### src/pcn_pkg.sv
`default_nettype none
package pcn_pkg;
   localparam int MAX_CHANNELS = 4;
   localparam int MAX_DIM = 4096;
   localparam int CH_W = 2;
   localparam int DIM_W = 13;
   localparam int POS_W = 24;
   localparam int X_W = 16;
   localparam int D_W = 17;
   localparam int MAG_W = 30;
   localparam int Q_W = 31;
   localparam int RES_W = 24;
   localparam int QUEUE_DEPTH = 4;
   localparam int QUEUE_AW = 2;

   localparam logic [2:0] REG_LAYOUT = 3'd0;
   localparam logic [2:0] REG_COUNT = 3'd1;
   localparam logic [2:0] REG_HEIGHT = 3'd2;
   localparam logic [2:0] REG_WIDTH = 3'd3;
   localparam logic [2:0] REG_MEAN = 3'd4;
   localparam logic [2:0] REG_DEV = 3'd5;

   localparam logic [1:0] ST_OK = 2'd0;
   localparam logic [1:0] ST_ZERO_DEV = 2'd1;
   localparam logic [1:0] ST_SAT = 2'd2;

   typedef struct packed {
      logic [CH_W-1:0] channel;
      logic zero_dev;
      logic neg;
      logic [MAG_W-1:0] dividend;
      logic [16:0] divisor;
   } work_type;
endpackage
`default_nettype wire

### src/pcn_front.sv
`default_nettype none
module pcn_front (
   input  wire logic clock,
   input  wire logic reset,
   input  wire logic take,
   input  wire logic signed [15:0] sample,
   input  wire logic cfg_we,
   input  wire logic [2:0] cfg_idx,
   input  wire logic [63:0] cfg_data,
   output pcn_pkg::work_type work
);
   logic [1:0] layout_ff;
   logic [2:0] count_ff;
   logic [12:0] height_ff, width_ff;
   logic [63:0] mean_ff, dev_ff;
   logic [1:0] chan_ff, chan_in;
   logic [23:0] pos_ff, pos_in;
   logic [2:0] act_count;
   logic [12:0] act_h, act_w;
   logic [24:0] size;
   logic pos_wrap;
   logic chan_wrap;
   logic signed [15:0] mean_sel;
   logic [15:0] dev_sel;
   logic signed [16:0] diff;
   logic [16:0] mag;

   always_comb begin
      act_count = (count_ff == 3'd0) ? 3'd1 : (count_ff > 3'd4) ? 3'd4 : count_ff;
      act_h = (height_ff == 13'd0) ? 13'd1 : (height_ff > 13'd4096) ? 13'd4096 : height_ff;
      act_w = (width_ff == 13'd0) ? 13'd1 : (width_ff > 13'd4096) ? 13'd4096 : width_ff;
      // a full 4096 by 4096 plane needs the 25th bit
      size = 25'(act_h) * 25'(act_w);
      mean_sel = mean_ff[16*chan_ff +: 16];
      dev_sel = dev_ff[16*chan_ff +: 16];
      diff = 17'(signed'(sample)) - 17'(mean_sel);
      mag = diff[16] ? 17'(-diff) : 17'(diff);
      chan_wrap = ({1'b0, chan_ff} + 3'd1) >= act_count;
      chan_in = chan_wrap ? 2'd0 : chan_ff + 2'd1;
      pos_in = pos_ff + 24'd1;
      pos_wrap = ({1'b0, pos_ff} + 25'd1) >= size;
      work.channel = chan_ff;
      work.zero_dev = (dev_sel == 16'd0);
      work.neg = diff[16];
      work.dividend = {mag, 13'd0} + 30'(dev_sel);
      work.divisor = {dev_sel, 1'b0};
   end

   always_ff @(posedge clock) begin
      if (reset) begin
         layout_ff <= 2'd0; count_ff <= 3'd3; height_ff <= 13'd1; width_ff <= 13'd1;
         mean_ff <= '0; dev_ff <= '0; chan_ff <= '0; pos_ff <= '0;
      end else if (cfg_we) begin
         case (cfg_idx)
            pcn_pkg::REG_LAYOUT: layout_ff <= cfg_data[1:0];
            pcn_pkg::REG_COUNT:  count_ff <= cfg_data[2:0];
            pcn_pkg::REG_HEIGHT: height_ff <= cfg_data[12:0];
            pcn_pkg::REG_WIDTH:  width_ff <= cfg_data[12:0];
            pcn_pkg::REG_MEAN:   mean_ff <= cfg_data;
            pcn_pkg::REG_DEV:    dev_ff <= cfg_data;
            default: ;
         endcase
         if (cfg_idx inside {pcn_pkg::REG_LAYOUT, pcn_pkg::REG_COUNT,
                             pcn_pkg::REG_HEIGHT, pcn_pkg::REG_WIDTH}) begin
            chan_ff <= '0;
            pos_ff <= '0;
         end
      end else if (take) begin
         if (!layout_ff[0] || pos_wrap) begin
            pos_ff <= '0;
            chan_ff <= chan_in;
         end else begin
            pos_ff <= pos_in;
         end
      end
   end
endmodule
`default_nettype wire

### src/pcn_queue.sv
`default_nettype none
module pcn_queue (
   input  wire logic clock,
   input  wire logic reset,
   input  wire logic push,
   input  wire pcn_pkg::work_type din,
   output logic full,
   input  wire logic pop,
   output pcn_pkg::work_type dout,
   output logic empty
);
   pcn_pkg::work_type mem_ff [pcn_pkg::QUEUE_DEPTH];
   logic [pcn_pkg::QUEUE_AW:0] wr_ff, rd_ff;
   assign full = (wr_ff[pcn_pkg::QUEUE_AW] != rd_ff[pcn_pkg::QUEUE_AW]) &&
                 (wr_ff[pcn_pkg::QUEUE_AW-1:0] == rd_ff[pcn_pkg::QUEUE_AW-1:0]);
   assign empty = (wr_ff == rd_ff);
   assign dout = mem_ff[rd_ff[pcn_pkg::QUEUE_AW-1:0]];
   always_ff @(posedge clock) begin
      if (push && !full) mem_ff[wr_ff[pcn_pkg::QUEUE_AW-1:0]] <= din;
      if (reset) begin
         wr_ff <= '0; rd_ff <= '0;
      end else begin
         if (push && !full) wr_ff <= wr_ff + 1'b1;
         if (pop && !empty) rd_ff <= rd_ff + 1'b1;
      end
   end
endmodule
`default_nettype wire

### src/pcn_back.sv
`default_nettype none
module pcn_back (
   input  wire logic clock,
   input  wire logic reset,
   input  wire logic have_work,
   input  wire pcn_pkg::work_type work,
   output logic take_work,
   output logic rsp_empty,
   input  wire logic rsp_pop,
   output logic signed [23:0] rsp_normalized_value,
   output logic [1:0] rsp_channel_index,
   output logic [1:0] rsp_status
);
   // restoring divider, one quotient bit per cycle
   typedef enum logic [2:0] {IDLE = 3'b001, DIV = 3'b010, DONE = 3'b100} state_type;
   state_type state_ff;
   logic [4:0] step_ff;
   logic [29:0] rem_ff, quo_ff;
   logic [16:0] den_ff;
   logic neg_ff, zero_ff;
   logic [1:0] chan_ff;
   logic [30:0] trial;
   logic [29:0] q;
   logic sat;
   logic [23:0] res;

   assign take_work = (state_ff == IDLE) && have_work;
   assign rsp_empty = (state_ff != DONE);
   assign trial = {rem_ff, quo_ff[29]};

   always_comb begin
      q = quo_ff;
      sat = neg_ff ? (q > 30'd8388608) : (q > 30'd8388607);
      if (sat) q = neg_ff ? 30'd8388608 : 30'd8388607;
      res = neg_ff ? 24'(30'd0 - q) : q[23:0];
   end

   always_ff @(posedge clock) begin
      if (reset) begin
         state_ff <= IDLE;
      end else begin
         case (state_ff)
            IDLE: if (have_work) begin
               chan_ff <= work.channel; neg_ff <= work.neg; zero_ff <= work.zero_dev;
               den_ff <= work.divisor; rem_ff <= '0; quo_ff <= work.dividend;
               step_ff <= '0;
               state_ff <= work.zero_dev ? DONE : DIV;
            end
            DIV: begin
               if (trial >= 31'(den_ff)) begin
                  rem_ff <= 30'(trial - 31'(den_ff));
                  quo_ff <= {quo_ff[28:0], 1'b1};
               end else begin
                  rem_ff <= trial[29:0];
                  quo_ff <= {quo_ff[28:0], 1'b0};
               end
               step_ff <= step_ff + 5'd1;
               if (step_ff == 5'd29) state_ff <= DONE;
            end
            DONE: if (rsp_pop) state_ff <= IDLE;
            default: state_ff <= IDLE;
         endcase
      end
   end

   assign rsp_normalized_value = zero_ff ? 24'sd0 : res;
   assign rsp_channel_index = chan_ff;
   assign rsp_status = zero_ff ? pcn_pkg::ST_ZERO_DEV : sat ? pcn_pkg::ST_SAT : pcn_pkg::ST_OK;
endmodule
`default_nettype wire

### src/per_channel_normalizer.sv
// Per-channel normalizer: each sample gives (x - mean[c]) / std[c] in Q12.12, rounded
// and saturated, with c taken from the layout counters. The front takes one sample per
// cycle into a four-entry queue while the queue is not full; the back runs a bit-serial
// divider and takes a new sample only after the previous result has been popped.
`default_nettype none
module per_channel_normalizer (
   input  wire logic clock,
   input  wire logic reset,
   input  wire logic req_push,
   output logic req_full,
   input  wire logic signed [15:0] req_sample_value,
   output logic rsp_empty,
   input  wire logic rsp_pop,
   output logic signed [23:0] rsp_normalized_value,
   output logic [1:0] rsp_channel_index,
   output logic [1:0] rsp_status,
   input  wire logic csr_we,
   input  wire logic [2:0] csr_index,
   input  wire logic [63:0] csr_data
);
   pcn_pkg::work_type fw, bw;
   logic q_empty, take;
   pcn_front u_front (.clock, .reset, .take(req_push && !req_full),
      .sample(req_sample_value), .cfg_we(csr_we), .cfg_idx(csr_index),
      .cfg_data(csr_data), .work(fw));
   pcn_queue u_queue (.clock, .reset, .push(req_push), .din(fw), .full(req_full),
      .pop(take), .dout(bw), .empty(q_empty));
   pcn_back u_back (.clock, .reset, .have_work(!q_empty), .work(bw), .take_work(take),
      .rsp_empty, .rsp_pop, .rsp_normalized_value, .rsp_channel_index, .rsp_status);
endmodule
`default_nettype wire

### config.mk
export PLATFORM = sky130hd
export DESIGN_NAME = per_channel_normalizer
export DESIGN_NICKNAME = d
export VERILOG_FILES = /design/src/pcn_pkg.sv /design/src/pcn_front.sv /design/src/pcn_queue.sv /design/src/pcn_back.sv /design/src/per_channel_normalizer.sv
export SDC_FILE = /design/constraint.sdc
export NUM_CORES = 1
export LEC_CHECK = 0
export BUFFER_PORTS_ARGS = -buffer_cell sky130_fd_sc_hd__buf_2
export CORE_MARGIN = 3
export CORE_UTILIZATION = 63
export CTS_CLUSTER_SIZE = 20
export DETAILED_ROUTE_END_ITERATION = 7
export PLACE_DENSITY = 0.8
export SETUP_SLACK_MARGIN = 0.02
export SLEW_MARGIN = 20
export SYNTH_ARGS = -nofsm -noshare
export SYNTH_HDL_FRONTEND = slang
export SYNTH_SLANG_ARGS = --single-unit
export TNS_END_PERCENT = 100
### constraint.sdc
create_clock -name clock -period 9.5 [get_ports clock]
set_input_delay 0.95 -clock clock [delete_from_list [all_inputs] [get_ports clock]]
set_output_delay 0.95 -clock clock [all_outputs]
set_load 0.05 [all_outputs]
==> flow_metrics.env <==
export IMPL_synthDistinctLibCells=88
export IMPL_synthSimpleGateAreaFrac_pct=17.5
export IMPL_finalCritPeriodShare_pct=91.5
export IMPL_dpl_cell_area_um2=27600
export IMPL_rsz0062_at_grt="false"
export IMPL_num_io_pins=118
export IMPL_syn_nets=3100
export IMPL_use_met1_pct=44.2
export IMPL_fp_row_count=74
export IMPL_worst_slack_ns=0.812
export IMPL_die_height_um=211
export IMPL_maxSlewViolCount=0
export IMPL_violations="DRC"
export IMPL_power_density_nw_per_um2=192
export IMPL_synthAdderAreaFrac_pct=16.0
export IMPL_timing_fmax_mhz=115
export IMPL_clk_pin_slew_ns=0.06
export IMPL_worst_path_dominant_cell_family="adder cells"
export IMPL_crit_path_frequent_cell="inv_1"
export IMPL_wl_per_cell_um=20.4
export IMPL_cts_setup_buffers=0
export IMPL_start_util_pct=64.5
export IMPL_ctsHoldBuffers=0
export IMPL_dieArea_um2=44700
export IMPL_hold_path_class="flip-flop to flip-flop"
export IMPL_place_ws_ns=1.02
export IMPL_root_buffer="clkbuf_16"
export IMPL_cap_viol_max_count=0
export IMPL_worst_ep_required_time_ns=9.99
export IMPL_tns_ns=0
export IMPL_cts_buffer_depth=3
export IMPL_routed_wl_mm=69.1
export IMPL_synthXorXnorAreaFrac_pct=3.75
export IMPL_power_frac_comb_pct=25.6
export IMPL_synth_edf_count=233
export IMPL_ys_ff_latch=428
export IMPL_grt_overflow=0
export IMPL_htreeDepth=2
export IMPL_gp_congestion=0.929
export IMPL_clkLatencyLatePin_ns=0.58
export IMPL_grt_busiest_layer="met2"
export IMPL_grt_pass1_vias=20200
export IMPL_place_hpwl_mm=49.6
export IMPL_area_growth_pct=9.50
export IMPL_crit_path_end_kind="flip-flop"
export IMPL_internal_power_mw=3.79
export IMPL_num_vias=20500
export IMPL_crit_slowest_cell="dfxtp_1"
export IMPL_period_needed_ns=8.69
export IMPL_cts_sinks=428
export IMPL_cts_tree="done"
export IMPL_setup_violations=0
export IMPL_start_kind="flip-flop"
export IMPL_critPathKind="flip-flop to flip-flop"
export IMPL_seq_power_share_pct=42.6
export IMPL_io_buffers=117
export IMPL_vdd_drop_max_mv=0.171
export IMPL_cp_arrival_ns=9.18
export IMPL_slew_headroom_pct=31.1
export IMPL_die_width_um=211
export IMPL_final_common_cell="nand2_1"
export IMPL_grt_pass1_wl_mm=110
export IMPL_switchingPower_mw=1.80
export IMPL_grt_use_total_pct=31.3
export IMPL_core_area_um2=41200
export IMPL_synth_mux_area_share_pct=6.39
export IMPL_final_cell_mix="561 x nand2_1, 252 x nor2_1, 235 x a21oi_1"
export IMPL_use_met3_pct=5.54
export IMPL_critPathMaxStageDelay_ns=0.69
export IMPL_fin_skew_ns=0.0282
export IMPL_finalHoldViolCount=0
export IMPL_grt_max_degree=102
export IMPL_final_nets=3164
export IMPL_synth_warnings=0
export IMPL_switching_share_pct=32.2
export IMPL_ys_flop_type="edfxtp_1"
export IMPL_worst_pin_slew_ns=1.03
export IMPL_cts_made_buffers=44
export IMPL_antenna_found_initial=1
export IMPL_status="finished, violations left"
export IMPL_fin_area_um2=29100
export IMPL_post_route_drc_count=1
export IMPL_synthCells=2747
export IMPL_async_reset_ff_share_pct=0
export IMPL_layout_drive_gt1_share_pct=11.3
export IMPL_synth_top_family_by_area="simple AND/OR/NAND/NOR gates"
export IMPL_critPathBufInv=5
export IMPL_gr_usage_met2_pct=50.5
export IMPL_synth_compound_area_share_pct=10.4
export IMPL_ant_nets=0
export IMPL_first_pass_iters=8
export IMPL_vias_per_cell=6.06
export IMPL_critPathMaxFanout=20
export IMPL_clkPwrFrac_pct=31.8
export IMPL_synthesis_area_um2=26600
export IMPL_diodes=0
export IMPL_synth_seq_area_share_pct=41.0
export IMPL_cts_resized=0
export IMPL_p_leak_nw=11.6
export IMPL_drtIter0Drc=1986
export IMPL_syn_area_per_cell_um2=9.67
## final timing paths
path | from | endpoint | slack [ns] | depth (start not counted)
min | u_front.dev_ff[42]$_SDFFE_PP0P_ | u_front.dev_ff[42]$_SDFFE_PP0P_ | 0.45 | 2
min reg2reg | u_front.dev_ff[42]$_SDFFE_PP0P_ | u_front.dev_ff[42]$_SDFFE_PP0P_ | 0.45 | 2
max reg2reg | u_front.height_ff[12]$_SDFFE_PP0P_ | u_front.pos_ff[17]$_SDFFE_PP0P_ | 0.81 | 30
max | u_front.height_ff[12]$_SDFFE_PP0P_ | u_front.pos_ff[17]$_SDFFE_PP0P_ | 0.81 | 30
## state kept, by name (all words and copies together) (netlist names), 2 cells and up, named ones only
signal / count
u_back.den_ff: 16
u_back.quo_ff: 30
u_back.rem_ff: 30
u_back.rsp_channel_index: 2
u_back.state_ff: 3
u_back.step_ff: 5
u_front.chan_ff: 2
u_front.count_ff: 3
u_front.dev_ff: 64
u_front.height_ff: 13
u_front.mean_ff: 64
u_front.pos_ff: 24
u_front.width_ff: 13
u_queue.mem_ff: 148
u_queue.rd_ff: 3
u_queue.wr_ff: 3
## Yosys cell counts (18+ instances only)
cell type	n	area (µm²)
nor3_1	23	115
nand2_1	561	2110
edfxtp_1	233	7000
nor4_1	19	119
a21oi_1	235	1180
xor2_1	38	333
inv_1	224	841
nor2_1	254	953
and2_1	18	113
clkbuf_1	102	383
mux4_2	69	1550
ha_1	142	1780
nand2b_1	29	181
fa_1	123	2460
nor2b_1	31	194
xnor2_1	72	631
o21ai_0	44	220
nand3_1	48	240
a21o_1	36	270
dfxtp_1	195	3900
## area by class of cell
type                    instances  area, µm²
multi-input cells            1970      14400
fillers                      3025      12100
flip-flops and latches        428      10900
clock buffers                  55       1250
inverters                     225        845
repair buffers                142        779
well taps                     532        666
clock inverters                27        265
## metrics by stage
step,instances,util (%),power [mW],hold WS [ns]
3_3_place_gp,3297,66.9,3.76,0.438
3_5_place_dp,3297,66.9,3.82,0.445
2_1_floorplan,2747,-,3.46,0.433
6_report,3379,70.6,5.59,0.454
4_1_cts,3379,70.6,5.60,0.453
5_1_grt,3379,70.6,5.83,0.471
## worst reg2reg max path: cells and delay by family (launching register included)
kind	cells	cell delay [ns]
AO/OA/AOI/OAI	10	2.66
XOR/XNOR	1	0.09
adder cells (fa/ha/maj)	7	2.84
buffers and inverters	5	0.68
flip-flops	1	0.69
AND/OR/NAND/NOR	7	1.65
## routing by layer
layer | vias up | share of wire (%) | wire length (µm)
met5 | - | 0.010 | 7
met4 | 2 | 2.8 | 1960
met3 | 141 | 8.0 | 5560
met2 | 845 | 47 | 32400
met1 | 9989 | 42 | 29200
li1 | 9511 | - | -
## power groups by stage
stage | Combinational [mW] | Clock, mW | Sequential, mW
2_1_floorplan | 1.07 | 0 | 2.39
3_3_place_gp | 1.36 | 0 | 2.40
3_5_place_dp | 1.41 | 0 | 2.41
4_1_cts | 1.43 | 1.79 | 2.38
5_1_grt | 1.57 | 1.86 | 2.40
6_report | 1.43 | 1.78 | 2.38
## cell families (layout without fill, tap and decap cells)
logic type      after synthesis  after routing
xor+xnor                    112            112
mux                          83             83
fa+ha+maj                   265            265
buf+inv                     349            449
flops                       428            428
compound gates              444            444
simple gates               1066           1066
(Power assumes the default switching activity.)
